`config.mk`:
```
export PLATFORM = sky130hd
export DESIGN_NAME = ogsp_div
export DESIGN_NICKNAME = d
export VERILOG_FILES = /design/src/rtl/core/ogsp_pkg.sv /design/src/rtl/core/ogsp_div.sv
export SDC_FILE = /design/constraint.sdc
export NUM_CORES = 1
export LEC_CHECK = 0
export BUFFER_PORTS_ARGS = -buffer_cell sky130_fd_sc_hd__buf_4
export CAP_MARGIN = 20
export CORE_UTILIZATION = 39
export DETAILED_ROUTE_END_ITERATION = 10
export PLACE_DENSITY = 0.58
export SLEW_MARGIN = 20
export SYNTH_ARGS = -nofsm -noshare
export SYNTH_HDL_FRONTEND = slang
export SYNTH_SLANG_ARGS = --single-unit
export TNS_END_PERCENT = 5
```
`constraint.sdc`:
```
create_clock -name clk -period 5 [get_ports clk]
set_input_delay 0.25 -clock clk [delete_from_list [all_inputs] [get_ports clk]]
set_output_delay 0.25 -clock clk [all_outputs]
set_load 0.02 [all_outputs]
```
`src/rtl/core/ogsp_pkg.sv`:
```
// Shared constants, request codes and a clamp helper for the occupancy grid painter.
package ogsp_pkg;

    localparam int MAX_COLUMNS = 256;
    localparam int MAX_ROWS    = 256;
    localparam int COL_BITS    = $clog2(MAX_COLUMNS);
    localparam int ROW_BITS    = $clog2(MAX_ROWS);
    localparam int ADDR_BITS   = COL_BITS + ROW_BITS;
    localparam int DIM_W       = 9;
    localparam int CS_W        = 23;
    localparam int POS_W       = 24;
    localparam int QUO_W       = 26;

    localparam logic [2:0] REQ_SET_CELL  = 3'd0;
    localparam logic [2:0] REQ_SET_POINT = 3'd1;
    localparam logic [2:0] REQ_FILL_RECT = 3'd2;
    localparam logic [2:0] REQ_FILL_CIRC = 3'd3;
    localparam logic [2:0] REQ_READ_CELL = 3'd4;

    localparam logic [1:0] CFG_GRID_WIDTH  = 2'd0;
    localparam logic [1:0] CFG_GRID_HEIGHT = 2'd1;
    localparam logic [1:0] CFG_CELL_SIZE   = 2'd2;

    // Clamp a signed cell index to [0, dim - 1]; the result is used only when dim is nonzero.
    function automatic logic [COL_BITS-1:0] clamp_idx(input logic signed [QUO_W-1:0] q,
                                                      input logic [DIM_W-1:0] dim);
        logic [DIM_W-1:0] hi;
        hi = dim - 9'd1;
        if (q < 0)
            clamp_idx = '0;
        else if (q > $signed({{(QUO_W-DIM_W){1'b0}}, hi}))
            clamp_idx = hi[COL_BITS-1:0];
        else
            clamp_idx = q[COL_BITS-1:0];
    endfunction

endpackage

```
`src/rtl/core/ogsp_div.sv`:
```
// Iterative signed-by-unsigned divider, one quotient bit per cycle, truncating toward zero.
module ogsp_div
(
    input  logic                                clk,
    input  logic                                rst_n,
    input  logic                                start,
    input  logic signed [ogsp_pkg::QUO_W-1:0]   dividend,
    input  logic [ogsp_pkg::CS_W-1:0]           divisor,
    output logic                                done,
    output logic signed [ogsp_pkg::QUO_W-1:0]   quotient
);

    localparam int MAG_W = ogsp_pkg::QUO_W - 1;
    localparam int CNT_W = $clog2(MAG_W + 1);

    logic                          busy_reg, busy_next;
    logic                          done_reg, done_next;
    logic [CNT_W-1:0]              cnt_reg, cnt_next;
    logic [MAG_W-1:0]              mag_reg, mag_next;
    logic [ogsp_pkg::CS_W-1:0]     rem_reg, rem_next;
    logic [ogsp_pkg::CS_W-1:0]     dsr_reg, dsr_next;
    logic                          neg_reg, neg_next;
    logic signed [ogsp_pkg::QUO_W-1:0] quo_reg, quo_next;
    logic [ogsp_pkg::CS_W:0]       trial;
    logic [ogsp_pkg::QUO_W-1:0]    abs_dvd;
    logic [MAG_W-1:0]              mag_step;

    always_comb
    begin
        busy_next = busy_reg;
        done_next = 1'b0;
        cnt_next  = cnt_reg;
        mag_next  = mag_reg;
        rem_next  = rem_reg;
        dsr_next  = dsr_reg;
        neg_next  = neg_reg;
        quo_next  = quo_reg;
        abs_dvd   = dividend[ogsp_pkg::QUO_W-1] ? -dividend : dividend;
        trial     = {rem_reg, mag_reg[MAG_W-1]};
        mag_step  = {mag_reg[MAG_W-2:0], 1'b0};
        if (start)
        begin
            busy_next = 1'b1;
            cnt_next  = '0;
            mag_next  = abs_dvd[MAG_W-1:0];
            rem_next  = '0;
            dsr_next  = divisor;
            neg_next  = dividend[ogsp_pkg::QUO_W-1];
        end
        else if (busy_reg)
        begin
            if (trial >= {1'b0, dsr_reg})
            begin
                rem_next = ogsp_pkg::CS_W'(trial - {1'b0, dsr_reg});
                mag_step[0] = 1'b1;
            end
            else
            begin
                rem_next = trial[ogsp_pkg::CS_W-1:0];
            end
            mag_next = mag_step;
            cnt_next = cnt_reg + 1'b1;
            if (cnt_reg == CNT_W'(MAG_W - 1))
            begin
                busy_next = 1'b0;
                done_next = 1'b1;
                quo_next  = neg_reg ? -$signed({1'b0, mag_step}) : $signed({1'b0, mag_step});
            end
        end
    end

    always_ff @(posedge clk or negedge rst_n)
    begin
        if (!rst_n)
        begin
            busy_reg <= 1'b0;
            done_reg <= 1'b0;
            cnt_reg  <= '0;
        end
        else
        begin
            busy_reg <= busy_next;
            done_reg <= done_next;
            cnt_reg  <= cnt_next;
        end
    end

    always_ff @(posedge clk)
    begin
        mag_reg <= mag_next;
        rem_reg <= rem_next;
        dsr_reg <= dsr_next;
        neg_reg <= neg_next;
        quo_reg <= quo_next;
    end

    assign done     = done_reg;
    assign quotient = quo_reg;

endmodule

```
==> run metrics <==
status finished, final reports clean; Final min period between 3 and 4 ns; fraction of layout cells with a size suffix above 1 0.159; number of top-level pins 79; clk buf depth 2; Die Span Y about 130 um; Async S/R FF share, synth 0.0667; Post-Synth Adder-Cell Area 0.0579; Synth Area in XOR/XNOR 0.0879; CP Max Fanout 27; max FFs per register 26; worst min path class in -> reg; worst r2r src dsr_reg[11]$_DFFE_PP_; Avg Vias per Cell between 5 and 6; critical path type reg -> reg; Synth Area per Inst 9.90 sq um; hold_sp divisor[6]; post-synthesis compound-gate area fraction 0.196; Multi-input gate area around 0.0031 sq mm; Die X roughly 130 um; synthesized instance count between 600 and 700; Worst setup SP type register; Slew HR 0.223; core footprint 0.0153 sq mm; largest family of logic cells by synthesized area compound AO/OA/AOI/OAI gates; Syn. warnings 0; RSZ-0062 raised after global routing false; # diodes 0; #FFs+latches synth roughly 110; number of synthesized flops with an enable pin 75; DRT Pass-1 Iters 4; Worst EP arrival 3.94 ns; total CTS buffers 9; vias in the first global route ~4700; CP Capture Type register; post-detailed-route wirelength per cell roughly 16 um; Root Driver clkbuf_16; Worst-path clk slew 0.07 ns; VDD IR max 176 uV; Worst setup startpoint dsr_reg[11]$_DFFE_PP_; Setup Fix Bufs, Post-CTS 0; # Max-Cap Violations 0; Slew @ Worst Pin between 1 and 1.5 ns; reg2reg path depth 13; Placer Congestion 0.852; Slew Viols, Final 0; sequential area share after synthesis 0.467; Worst Clk Skew between 0.008 and 0.009 ns; Most used DFF post-synth edfxtp_1; Final Hold Viols 0; Synth Cell Area slightly above 0.006 sq mm; global-route wire length before repair ~24000 um; post-synthesis cell type count 58; # nets final 774; Final period util 0.764; leakage approximately 2.9 nW; CTS tree yes; Clock Sink Count 105; Remaining DRCs 0; post-synth net total about 700; Routed Antenna Nets 0; site row count 45; Detailed Place HPWL about 10000 um; total wire length between 10000 and 15000 um; P&R area growth vs syn 17.7%; simple-gate share of the synthesized area 0.140; most frequent cells in the layout 84 x buf_4, 75 x edfxtp_1, 59 x nor2_1; worst path required time 5.11 ns; # setup viols final 0; IO Port Bufs slightly below 80; Storage cell area about 0.0029 sq mm; mux share of post-synthesis cell area 0.0115; Worst Hold Depth 1; pwr/cell area just under 300 mW/mm^2; Starting DRT DRC Count about 370; FMAX between 0.2 and 0.3 GHz; commonest non-fill, non-tap cell in the layout buf_4; Die ar. ~0.016 sq mm; setup TNS 0 ns; gr ovfl total 0; Worst-Skew Late Latency approximately 0.36 ns; GRT Util Overall 0.184; vias slightly below 5000; largest net degree at the start of global routing 87; initial antenna violation count 0; Initial Util 0.403; H-tree depth 3; final design utilization 0.475; fill count roughly 1500
==> per-layer routing <==
layer	track usage	share of wire	up-vias
met5	0	0	-
met4	0.0623	0.017	0
met3	0.0321	0.034	18
met2	0.313	0.48	90
met1	0.237	0.47	2321
li1	-	-	2441
==> worst max-delay path, stage by stage, from the launching register on <==
cell      delay (ns)
edfxtp_1        0.32
inv_1           0.04
ha_1            0.35
a21oi_1         0.28
o211ai_1        0.15
a41oi_1         0.34
o221ai_1        0.25
or2_2           0.59
inv_1           0.16
ha_1            0.19
nand2b_1        0.14
or3_1           0.35
o41ai_1         0.33
xnor2_1         0.10
==> area by class of cell <==
| class | count | area share |
|---|---|---|
| clock buffer | 11 | 0.0320 |
| timing repair buffer | 85 | 0.0881 |
| tap | 211 | 0.0363 |
| multi-input combinational | 457 | 0.420 |
| clock inverter | 5 | 0.00774 |
| inverter | 36 | 0.0186 |
| sequential | 105 | 0.397 |
==> synth_stat cells (4+ instances only) <==
master,n,area share
o21a_1,7,0.0085
a31oi_1,4,0.0041
clkbuf_1,18,0.011
a211oi_1,7,0.0085
nand2b_1,8,0.0081
nand2_1,48,0.029
o211ai_1,7,0.0085
a32oi_1,8,0.011
o41ai_1,11,0.016
dfrtp_1,7,0.028
nor2_1,60,0.036
xor2_1,29,0.041
dfxtp_1,23,0.075
a21oi_1,47,0.038
nor2b_1,6,0.0061
xnor2_1,33,0.047
nand3_1,8,0.0065
nor3_1,8,0.0065
inv_1,36,0.022
o31ai_1,16,0.019
edfxtp_1,75,0.36
a311oi_1,7,0.0099
buf_1,4,0.0024
o21ai_0,39,0.032
ha_1,27,0.055
nor4_1,4,0.0041
nand4_1,4,0.0041
mux2i_1,6,0.0097
a21o_1,10,0.012
buf_2,4,0.0032
or3_1,9,0.0091
==> path summary, 6_finish.rpt <==
| check | end | slack (ns) |
|---|---|---|
| worst max-delay path | quotient[12]$_DFFE_PP_ | 1.18 |
| worst min-delay path | dsr_reg[6]$_DFFE_PP_ | 0.06 |
| worst max register to register | quotient[12]$_DFFE_PP_ | 1.18 |
| worst min register to register | rem_reg[18]$_SDFFE_PP0P_ | 0.49 |
| max in group asynchronous | done$_DFF_PN0_ | 4.65 |
| min in group asynchronous | cnt_reg[0]$_DFFE_PN0P_ | 0.23 |
==> power breakdown <==
part | internal (mW) | switching, mW | leakage, nW
Combinational | 0.164 | 0.197 | 1.71
Sequential | 1.00 | 0.0516 | 1.00
Clock | 0.389 | 0.322 | 0.140
==> what timing repair did <==
| item | 4_1_cts | 5_1_grt |
|---|---|---|
| hold buffers | 1 | 0 |
| resized for setup | 0 | 0 |
| hold endpoints to repair | 7 | 0 |
==> per-stage QoR <==
stage	hold slack (ns)	worst slack (ns)	instances	total power [mW]	area (sq um)
after floorplan	-0.0456	1.51	624	1.31	6180
after CTS	0.0470	1.17	910	2.15	7270
after global routing	0.0451	0.835	910	2.23	7270
after global placement	0.0654	1.30	893	1.43	6970
after detailed placement	0.0700	1.19	893	1.43	6970
final	0.0602	1.18	910	2.13	7270
==> logic make-up after synthesis <==
group                    count (synthesis)
AO/OA/AOI/OAI                          182
AND/OR/NAND/NOR                        178
flip-flops                             105
XOR/XNOR                                62
buffers and inverters                   62
adder cells (fa/ha/maj)                 28
multiplexers                             7
Note: power is estimated with default switching activity, not from simulation.
